$ cat config.mk
export PLATFORM = sky130hd
export DESIGN_NAME = bounded_double_ended_queue
export DESIGN_NICKNAME = d
export VERILOG_FILES = /design/src/rtl/core/bdeq_pkg.sv /design/src/rtl/core/bounded_double_ended_queue.sv
export SDC_FILE = /design/constraint.sdc
export NUM_CORES = 1
export LEC_CHECK = 0
export BUFFER_PORTS_ARGS = -buffer_cell sky130_fd_sc_hd__buf_4
export CAP_MARGIN = 0
export CORE_UTILIZATION = 50
export CTS_CLUSTER_SIZE = 40
export DETAILED_ROUTE_END_ITERATION = 10
export GPL_TIMING_DRIVEN = 0
export PLACE_DENSITY = 0.66
export SLEW_MARGIN = 20
export SYNTH_ARGS = -nofsm -noshare
export SYNTH_HDL_FRONTEND = slang
export SYNTH_SLANG_ARGS = --single-unit
$ cat constraint.sdc
create_clock -name clk -period 8.6 [get_ports clk]
set_clock_uncertainty 0.1 [all_clocks]
set_input_delay 1.72 -clock clk [delete_from_list [all_inputs] [get_ports clk]]
set_output_delay 1.72 -clock clk [all_outputs]
set_load 0.05 [all_outputs]
$ cat src/rtl/core/bdeq_pkg.sv
// ----------------------------------------------------------------------------
// bdeq_pkg
// Operation and status codes, field widths and parameter defaults of the
// bounded double-ended queue.
// ----------------------------------------------------------------------------
package bdeq_pkg;

  localparam int DEFAULT_DEPTH      = 32;
  localparam int DEFAULT_VALUE_BITS = 8;

  localparam int FUNC_W   = 3;
  localparam int DATA_W   = 8;
  localparam int STATUS_W = 2;
  localparam int OCC_W    = 6;

  localparam int IN_TDATA_W  = 8;
  localparam int OUT_TDATA_W = 16;

  typedef logic [FUNC_W-1:0]   func_t;
  typedef logic [STATUS_W-1:0] status_t;

  localparam func_t FUNC_PUSH_FRONT = 3'd0;
  localparam func_t FUNC_PUSH_BACK  = 3'd1;
  localparam func_t FUNC_POP_FRONT  = 3'd2;
  localparam func_t FUNC_POP_BACK   = 3'd3;
  localparam func_t FUNC_DUMP       = 3'd4;
  localparam func_t FUNC_PEEK_FRONT = 3'd5;
  localparam func_t FUNC_PEEK_BACK  = 3'd6;

  localparam status_t STAT_OK    = 2'd0;
  localparam status_t STAT_EMPTY = 2'd1;
  localparam status_t STAT_FULL  = 2'd2;

endpackage

$ cat src/rtl/core/bounded_double_ended_queue.sv
// ----------------------------------------------------------------------------
// bounded_double_ended_queue
// Push, pop, empty and rejected operations: result registered in the cycle after
// accept, one item per cycle unless output stalls. Peek: read register, then result
// register. Dump of N entries: one entry per cycle out of the ring memory unless stalled.
// Reset clears front index, count and pending results; ring contents are kept.
// ----------------------------------------------------------------------------
module bounded_double_ended_queue #(
  parameter int DEPTH      = bdeq_pkg::DEFAULT_DEPTH,
  parameter int VALUE_BITS = bdeq_pkg::DEFAULT_VALUE_BITS
) (
  input  logic                               clk,
  input  logic                               rst_n,
  input  logic                               in_tvalid,
  output logic                               in_tready,
  input  logic [bdeq_pkg::IN_TDATA_W-1:0]    in_tdata,   // [7:0] data_value
  input  logic [bdeq_pkg::FUNC_W-1:0]        in_tuser,   // [2:0] func
  output logic                               out_tvalid,
  input  logic                               out_tready,
  output logic [bdeq_pkg::OUT_TDATA_W-1:0]   out_tdata,  // [7:0] read_value, [13:8] occupancy
  output logic [bdeq_pkg::STATUS_W-1:0]      out_tuser,  // [1:0] status
  output logic                               out_tlast   // last
);

  import bdeq_pkg::*;

  localparam int IW = (DEPTH > 1) ? $clog2(DEPTH) : 1;
  localparam int CW = $clog2(DEPTH + 1);

  localparam logic S_IDLE = 1'b0;
  localparam logic S_RD   = 1'b1;

  logic [VALUE_BITS-1:0] mem_r [DEPTH];
  logic [VALUE_BITS-1:0] rd_data_r;

  logic                  state_r,  state_nxt;
  logic [IW-1:0]         front_r,  front_nxt;
  logic [CW-1:0]         count_r,  count_nxt;
  logic [CW-1:0]         rem_r,    rem_nxt;
  logic [IW-1:0]         pos_r,    pos_nxt;

  logic                  out_valid_r;
  logic [DATA_W-1:0]     out_value_r, out_value_nxt;
  logic [OCC_W-1:0]      out_occ_r,   out_occ_nxt;
  status_t               out_stat_r,  out_stat_nxt;
  logic                  out_last_r,  out_last_nxt;
  logic                  out_load;

  logic                  slot_free;
  logic                  in_fire;
  func_t                 func;
  logic                  empty;
  logic                  full;
  logic [IW-1:0]         front_dec;
  logic [IW-1:0]         front_inc;
  logic [IW+1:0]         tail_sum;
  logic [IW-1:0]         tail_pos;
  logic [IW-1:0]         back_pos;
  logic [IW-1:0]         pos_dec;

  logic                  we;
  logic [IW-1:0]         waddr;
  logic [VALUE_BITS+DATA_W-1:0] wdata_ext;
  logic                  rd_en;
  logic [IW-1:0]         raddr;
  logic [CW+OCC_W-1:0]   occ_ext;
  logic [VALUE_BITS+DATA_W-1:0] rd_ext;

  assign slot_free = !out_valid_r || out_tready;
  assign in_tready = (state_r == S_IDLE) && slot_free;
  assign in_fire   = in_tvalid && in_tready;
  assign func      = in_tuser;
  assign empty     = (count_r == '0);
  assign full      = (count_r == CW'(DEPTH));

  assign front_dec = (front_r == '0) ? IW'(DEPTH - 1) : front_r - 1'b1;
  assign front_inc = (front_r == IW'(DEPTH - 1)) ? '0 : front_r + 1'b1;
  assign tail_sum  = (IW+2)'(front_r) + (IW+2)'(count_r);
  assign tail_pos  = (tail_sum >= (IW+2)'(DEPTH)) ?
                     IW'(tail_sum - (IW+2)'(DEPTH)) : IW'(tail_sum);
  assign back_pos  = (tail_pos == '0) ? IW'(DEPTH - 1) : tail_pos - 1'b1;
  assign pos_dec   = (pos_r == '0) ? IW'(DEPTH - 1) : pos_r - 1'b1;

  assign wdata_ext = {{VALUE_BITS{1'b0}}, in_tdata[DATA_W-1:0]};
  assign rd_ext    = {{DATA_W{1'b0}}, rd_data_r};

  always_comb begin
    state_nxt     = state_r;
    front_nxt     = front_r;
    count_nxt     = count_r;
    rem_nxt       = rem_r;
    pos_nxt       = pos_r;
    out_load      = 1'b0;
    out_value_nxt = '0;
    out_stat_nxt  = STAT_OK;
    out_last_nxt  = 1'b1;
    we            = 1'b0;
    waddr         = tail_pos;
    rd_en         = 1'b0;
    raddr         = back_pos;
    unique case (state_r)
      S_IDLE: begin
        if (in_fire) begin
          unique case (func) inside
            FUNC_PUSH_FRONT, FUNC_PUSH_BACK: begin
              out_load = 1'b1;
              if (full) begin
                out_stat_nxt = STAT_FULL;
              end else begin
                we        = 1'b1;
                count_nxt = count_r + 1'b1;
                if (func == FUNC_PUSH_FRONT) begin
                  waddr     = front_dec;
                  front_nxt = front_dec;
                end
              end
            end
            FUNC_POP_FRONT, FUNC_POP_BACK: begin
              out_load = 1'b1;
              if (empty) begin
                out_stat_nxt = STAT_EMPTY;
              end else begin
                count_nxt = count_r - 1'b1;
                if (func == FUNC_POP_FRONT) begin
                  front_nxt = front_inc;
                end
              end
            end
            FUNC_DUMP, FUNC_PEEK_FRONT, FUNC_PEEK_BACK: begin
              if (empty) begin
                out_load     = 1'b1;
                out_stat_nxt = STAT_EMPTY;
              end else begin
                rd_en     = 1'b1;
                state_nxt = S_RD;
                rem_nxt   = (func == FUNC_DUMP) ? count_r : CW'(1);
                raddr     = (func == FUNC_PEEK_FRONT) ? front_r : back_pos;
                pos_nxt   = raddr;
              end
            end
            default: begin
            end
          endcase
        end
      end
      S_RD: begin
        if (slot_free) begin
          out_load      = 1'b1;
          out_value_nxt = rd_ext[DATA_W-1:0];
          out_last_nxt  = (rem_r == CW'(1));
          if (rem_r == CW'(1)) begin
            state_nxt = S_IDLE;
          end else begin
            rd_en   = 1'b1;
            raddr   = pos_dec;
            pos_nxt = pos_dec;
            rem_nxt = rem_r - 1'b1;
          end
        end
      end
      default: begin
        state_nxt = S_IDLE;
      end
    endcase
  end

  assign occ_ext     = {{OCC_W{1'b0}}, count_nxt};
  assign out_occ_nxt = occ_ext[OCC_W-1:0];

  always_ff @(posedge clk) begin
    if (we) begin
      mem_r[waddr] <= wdata_ext[VALUE_BITS-1:0];
    end
    if (rd_en) begin
      rd_data_r <= mem_r[raddr];
    end
  end

  always_ff @(posedge clk) begin
    if (!rst_n) begin
      state_r     <= S_IDLE;
      front_r     <= '0;
      count_r     <= '0;
      rem_r       <= '0;
      pos_r       <= '0;
      out_valid_r <= 1'b0;
    end else begin
      state_r <= state_nxt;
      front_r <= front_nxt;
      count_r <= count_nxt;
      rem_r   <= rem_nxt;
      pos_r   <= pos_nxt;
      if (out_load) begin
        out_valid_r <= 1'b1;
      end else if (out_tready) begin
        out_valid_r <= 1'b0;
      end
    end
  end

  always_ff @(posedge clk) begin
    if (out_load) begin
      out_value_r <= out_value_nxt;
      out_occ_r   <= out_occ_nxt;
      out_stat_r  <= out_stat_nxt;
      out_last_r  <= out_last_nxt;
    end
  end

  assign out_tvalid = out_valid_r;
  assign out_tdata  = {2'b00, out_occ_r, out_value_r};
  assign out_tuser  = out_stat_r;
  assign out_tlast  = out_last_r;

  a_count_bound: assert property (@(posedge clk) disable iff (!rst_n)
    count_r <= CW'(DEPTH))
    else $error("entry count above depth");

  a_rd_rem: assert property (@(posedge clk) disable iff (!rst_n)
    (state_r == S_RD) |-> (rem_r != '0))
    else $error("read state with nothing left to send");

  a_full_hold: assert property (@(posedge clk) disable iff (!rst_n)
    (in_fire && full && (func == FUNC_PUSH_FRONT || func == FUNC_PUSH_BACK))
      |=> $stable(count_r) && $stable(front_r))
    else $error("rejected push changed the queue");

  a_pop_dec: assert property (@(posedge clk) disable iff (!rst_n)
    (in_fire && !empty && (func == FUNC_POP_FRONT || func == FUNC_POP_BACK))
      |=> (count_r == CW'($past(count_r) - 1'b1)))
    else $error("pop did not shrink the queue by one");

endmodule

# Word level (Yosys, flattened, before mapping)
# Memory sizes are Yosys's and may differ from the RTL's. A register that Yosys moved wholly into a read port is not among the register bits.
# Index checks and enable logic that the tools add are counted.
[classes]
reduce_logical = 20
order_cmp = 1
bitwise_logic = 2
n_eq_ne = 18
n_mux = 64
addsub = 9
[ops]
columns = ["operator", "n"]
rows = [
  ["2-to-1 mux 5 bit", 25],
  ["2-to-1 mux 6 bit", 10],
  ["case mux 5 bit (2 select lines)", 3],
  ["case mux 6 bit (2 select lines)", 2],
  ["subtractor 5 x 1 -> 5 bit, second input constant", 4],
  ["2-to-1 mux 1 bit", 18],
  ["zero test 5 bit", 3],
  ["inequality test 2 bit, second input constant", 7],
  ["subtractor 6 x 1 -> 6 bit, second input constant", 2],
  ["equality test 3 bit, second input constant", 3],
  ["case mux 1 bit (2 select lines)", 4],
  ["adder 5 x 6 -> 7 bit", 1],
  [">= comparator 7 x 6 -> 1 bit, second input constant", 1],
  ["AND reduction 7 bit", 1],
  ["adder 6 x 1 -> 6 bit, second input constant", 1],
  ["equality test 3 x 2 -> 1 bit, second input constant", 2],
  ["equality test 6 x 1 -> 1 bit, second input constant", 1],
  ["equality test 6 bit, second input constant", 1],
  ["zero test 6 bit", 1],
  ["OR reduction 2 bit", 3],
  ["adder 5 x 1 -> 5 bit, second input constant", 1],
  ["equality test 5 bit, second input constant", 1],
  ["AND reduction 5 bit", 1],
  ["OR reduction 5 bit", 1],
  ["other kinds (13)", 17],
]
[totals]
n_memories = 1
wordCells = 125
output_inout_bits = 21
regBits = 41
mem_bits_rw = 256
in_bits = 15
[memory_table]
columns = ["memory", "words", "width", "read_ports", "rd_ports_with_merged_regs", "wr", "line", "source"]
rows = [
  ["mem_r", 32, 8, 1, 1, 1, "bounded_double_ended_queue.sv:33", "logic [VALUE_BITS-1:0] mem_r [DEPTH];"],
]

# Logic depth before layout (Yosys ltp)
[logic_depth]
depth_word = 10
mapped_depth = 14
ltp_nobuf = 13

# Least setup slack after synthesis
# OpenSTA, ideal clock, no wires.
[synth_path]
path_kind = "in2reg"
start = "in in_tvalid"
end = "mem mem_r[31][0] in the netlist's numbering, enable pin"
cell_stages = 8
setup_slack_ps = 4055
required_ps = 8130
path_buffers = 1
t_arrival_ps = 4075
setup_time_ps = 370
cell_sequence = "nor2b_1 > nand2_1 > or3_1 > or3b_2 > clkbuf_1 > a21oi_1 > nand3_1 > nor2_1"
[synth_via]
elab_chain_cells = 5
word_cells_on_any_way = 7
cone_classes = "6 x mux; 1 x reduce/logical"
[synth_lines]
columns = ["item", "line", "source"]
rows = [
  ["start, declared", "bounded_double_ended_queue.sv:14", "input logic in_tvalid,"],
  ["logical AND 1 bit (*)", "bounded_double_ended_queue.sv:71", "assign in_fire = in_tvalid && in_tready;"],
  ["2-to-1 mux 1 bit", "bounded_double_ended_queue.sv:103", "if (in_fire) begin"],
  ["2-to-1 mux 1 bit", "bounded_double_ended_queue.sv:101", "unique case (state_r)"],
  ["2-to-1 mux 1 bit", "bounded_double_ended_queue.sv:171", "if (we) begin"],
  ["2-to-1 mux 1 bit (not written as such)", "bounded_double_ended_queue.sv:172", "mem_r[waddr] <= wdata_ext[VALUE_BITS-1:0];"],
  ["end, declared", "bounded_double_ended_queue.sv:33", ""],
]
# Mark *: on every way between the ends. The rest lies on a longest branch, timed or not.

# Final worst setup path
[layout_path]
start = "in in_tvalid"
end = "mem mem_r[7][1] in the netlist's numbering, enable pin"
# The elaborated chain is that of the path after synthesis.

==> results.json <==
{
  "status": "finished clean",
  "slew-limit-headroom": 0.324,
  "post_synth_instance_area_mm2": 0.0130,
  "route.detailed.vias_per_inst": 6.12,
  "layoutNonFillerInstCount": 1216,
  "cp_max_fo": 10,
  "drv_cap": 0,
  "power.leakage_nw": 4.81,
  "area_of_the_multi_input_gates_mm2": 0.00377,
  "drc": 0,
  "vias_in_the_first_global_route": 7525,
  "critical_path_start_type": "input port",
  "end_kind": "flip-flop",
  "core_area_mm2": 0.0253,
  "power_per_cell_area_mw_per_mm2": 241,
  "ys_seq_area_frac": 0.687,
  "layout_setup_ws_ns": 3.58,
  "cp.arrival_ns": 5.08,
  "die_height_um": 163,
  "clk_path_buf_depth": 3,
  "drt-wirelength-per-cell_um": 23.2,
  "max_stage_delay_ns": 0.77,
  "clk_pin_slew_worst_paths_ns": 0.06,
  "synth_warn": 0,
  "final_net_count": 896,
  "cts.sink_count": 305,
  "final_max_slew_viol_count": 0,
  "period_share": 0.584,
  "synthesis.instances": 800,
  "cts_root_buffer": "clkbuf_16",
  "worst_ep_required_time_ns": 8.66,
  "number_of_flip_flops_and_latches_in_the_synthesized_netlist": 305,
  "fin_hold_ws_ns": 0.402,
  "timing.setup.critical_path_class": "in -> reg",
  "timing.critical_path.buf_inv": 2,
  "chipWidth_um": 163,
  "share_comb_of_total_power": 0.168,
  "io_buffers": 33,
  "ir_worst_vdd_v": 0.000206,
  "placementRows": 58,
  "filler_cell_count": 1890,
  "ant_nets": 0,
  "drt-total-wl_um": 28200,
  "post_cts.resized_instances": 0,
  "p_int_w": 0.00263,
  "iteration_count_of_the_initial_detailed_routing_pass": 6,
  "start_util": 0.512,
  "timing.critical_path.cells": "buf_4 > nor2b_1 > nand2_1 > or3_1 > or3b_2 > clkbuf_1 > a21oi_1 > nand3b_1 > nor2_1",
  "grt_max_degree": 33,
  "insertedDiodeCount": 0,
  "count_of_flip_flops_with_a_built_in_enable_after_synthesis": 281,
  "cts_hold_buffers": 0,
  "globalplace.congestion": 0.838,
  "net-switching-power_w": 0.000882,
  "post_route_cells_drive_above_1_share": 0.188,
  "number_of_antenna_violations_at_the_first_check_in_global_routing": 0,
  "post_cts.repair.setup_buffers": 0,
  "fmaxAchievable_mhz": 199,
  "power.share.sequential": 0.474,
  "count_of_pins_on_the_block_boundary": 36,
  "tritoncts": "yes",
  "preCtsSetupSlack_ns": 3.15,
  "grt_setup_unrepaired": "no",
  "cts_inserted_buffers": 30,
  "detailroute.via_count": 7445,
  "yosysUniqueCellTypes": 63,
  "tightest_slew_ns": 1.01,
  "portion_of_total_power_attributed_to_the_clock_network": 0.358,
  "switching_share_of_total_power": 0.251,
  "detailed_place_hpwl_um": 19100,
  "hold_viol_final": 0,
  "cts-htree-levels": 1,
  "grt_overflow": 0,
  "min_period_ns": 5.02,
  "dr.first_iter.drc_count": 678,
  "syn2layout_area_growth_pct": 12.5,
  "clock_insertion_delay_worst_skew_ns": 0.55,
  "fin_setup_tns_ns": 0,
  "design.die.area_mm2": 0.0266,
  "finalSetupViolCount": 0,
  "synth-main-ff-cell": "edfxtp_1",
  "post_synth.cell_area_avg_um2": 16.2,
  "seqCellArea_mm2": 0.00892,
  "async_reset_ff_frac": 0,
  "timing.critical_path.max_delay_family": "simple AND/OR/NAND/NOR gates",
  "cp_slowest_cell": "a21oi_1",
  "grt.total_usage": 0.218,
  "min_delay_worst_type": "reg -> reg",
  "global_route_wire_length_before_repair_um": 43100,
  "place_inst": 1164
}
area by class of cell:
class	instances	share of cell area
Inverter	19	0.00489
Tap cell	330	0.0283
Clock inverter	17	0.0111
Sequential cell	305	0.611
Timing Repair Buffer	33	0.0170
Buffer	41	0.0146
Clock buffer	35	0.0542
Multi-Input combinational cell	436	0.259
layout by cell type, fill, tap and decap left out, types with 5 or more instances in the layout:
cell type / instances
clkbuf_1: 23
ha_1: 14
nor3_1: 10
a21oi_1: 24
buf_4: 40
and2_1: 11
nor4_1: 8
nand3_1: 25
nand2b_1: 11
nor2b_1: 18
edfxtp_1: 281
mux4_2: 64
mux2i_1: 8
a21boi_0: 7
nand2_1: 30
buf_2: 8
o21ai_0: 22
dfxtp_1: 24
and3_1: 13
nor2_1: 53
clkinv_1: 8
clkbuf_16: 31
xor2_1: 7
inv_1: 19
or3_1: 5
o22ai_1: 33
xnor2_1: 9
Yosys cell counts, types with 4 or more instances:
| library cell | count | area [um^2] |
|---|---|---|
| edfxtp_1 | 281 | 8440 |
| mux4_2 | 64 | 1440 |
| nor2_1 | 53 | 199 |
| o22ai_1 | 33 | 206 |
| nand2_1 | 30 | 113 |
| nand3_1 | 25 | 125 |
| a21oi_1 | 24 | 120 |
| dfxtp_1 | 24 | 480 |
| o21ai_0 | 22 | 110 |
| clkbuf_1 | 19 | 71.3 |
| inv_1 | 19 | 71.3 |
| nor2b_1 | 18 | 113 |
| ha_1 | 14 | 175 |
| and3_1 | 13 | 81.3 |
| and2_1 | 11 | 68.8 |
| nand2b_1 | 11 | 68.8 |
| nor3_1 | 10 | 50.1 |
| xnor2_1 | 9 | 78.8 |
| buf_2 | 8 | 40.0 |
| mux2i_1 | 8 | 80.1 |
| nor4_1 | 8 | 50.1 |
| a21boi_0 | 7 | 52.6 |
| buf_4 | 7 | 52.6 |
| xor2_1 | 7 | 61.3 |
| or3_1 | 5 | 31.3 |
| a31oi_1 | 4 | 25.0 |
| a32oi_1 | 4 | 35.0 |
| buf_1 | 4 | 15.0 |
| o211ai_1 | 4 | 30.0 |
routing by layer:
layer	global-route usage	up-vias	share of wire
li1	-	3322	-
met1	0.307	3772	0.43
met2	0.351	305	0.48
met3	0.0322	46	0.064
met4	0.0731	0	0.029
met5	0	-	0
sequential cells by signal, summed over array words and instances (netlist names):
| signal | count |
|---|---|
| mem_r | 256 |
| out_value_r | 8 |
| rd_data_r | 8 |
| count_r | 6 |
| out_occ_r | 6 |
| rem_r | 6 |
| front_r | 5 |
| pos_r | 5 |
| out_tuser | 2 |
| out_tlast | 1 |
| out_tvalid | 1 |
| state_r | 1 |
worst reg2reg max path, cell delays in order (launching register included):
cell,delay (ns)
dfxtp_1,0.41
ha_1,0.27
fa_1,0.56
inv_1,0.08
ha_1,0.34
and3_1,0.19
a211oi_2,0.83
clkbuf_1,0.63
mux4_2,0.38
o22ai_1,0.12
nor4_1,0.40
path summary, 6_finish.rpt:
kind | startpoint | end | slack (ns) | cells after the start
max | in_tvalid | mem_r[7][1]$_DFFE_PP_ | 3.58 | 9
min | rem_r[4]$_SDFFE_PN0P_ | rem_r[4]$_SDFFE_PN0P_ | 0.40 | 2
min reg2reg | rem_r[4]$_SDFFE_PN0P_ | rem_r[4]$_SDFFE_PN0P_ | 0.40 | 2
max reg2reg | front_r[0]$_SDFFE_PN0P_ | rd_data_r[1]$_DFFE_PP_ | 4.03 | 10
power groups by stage:
stage	clock [W]	sequential, W	combinational, W
after floorplan	0	0.00173	0.000381
after CTS	0.00128	0.00167	0.000592
after detailed placement	0	0.00170	0.000590
after global routing	0.00133	0.00167	0.000632
final	0.00126	0.00167	0.000592
after global placement	0	0.00170	0.000578
per-stage QoR:
step                instance area [um^2]  total power [W]  utilization
CTS                                14600          0.00354        0.576
finish                             14600          0.00352        0.576
global route                       14600          0.00363        0.576
detailed placement                 13600          0.00229        0.538
floorplan                          13000          0.00211            -
global placement                   13600          0.00227        0.538
logic make-up (layout without fill, tap and decap cells):
logic type,Yosys count,count (layout),share of synthesized area
AND/OR/NAND/NOR,199,199,0.0793
buffers and inverters,60,145,0.0219
AO/OA/AOI/OAI,131,131,0.0671
XOR/XNOR,16,16,0.0108
other,1,2,0.000289
flip-flops,305,305,0.687
multiplexers,73,73,0.118
adder cells (fa/ha/maj),15,15,0.0150
No activity file was read; power rests on OpenSTA's default activity.
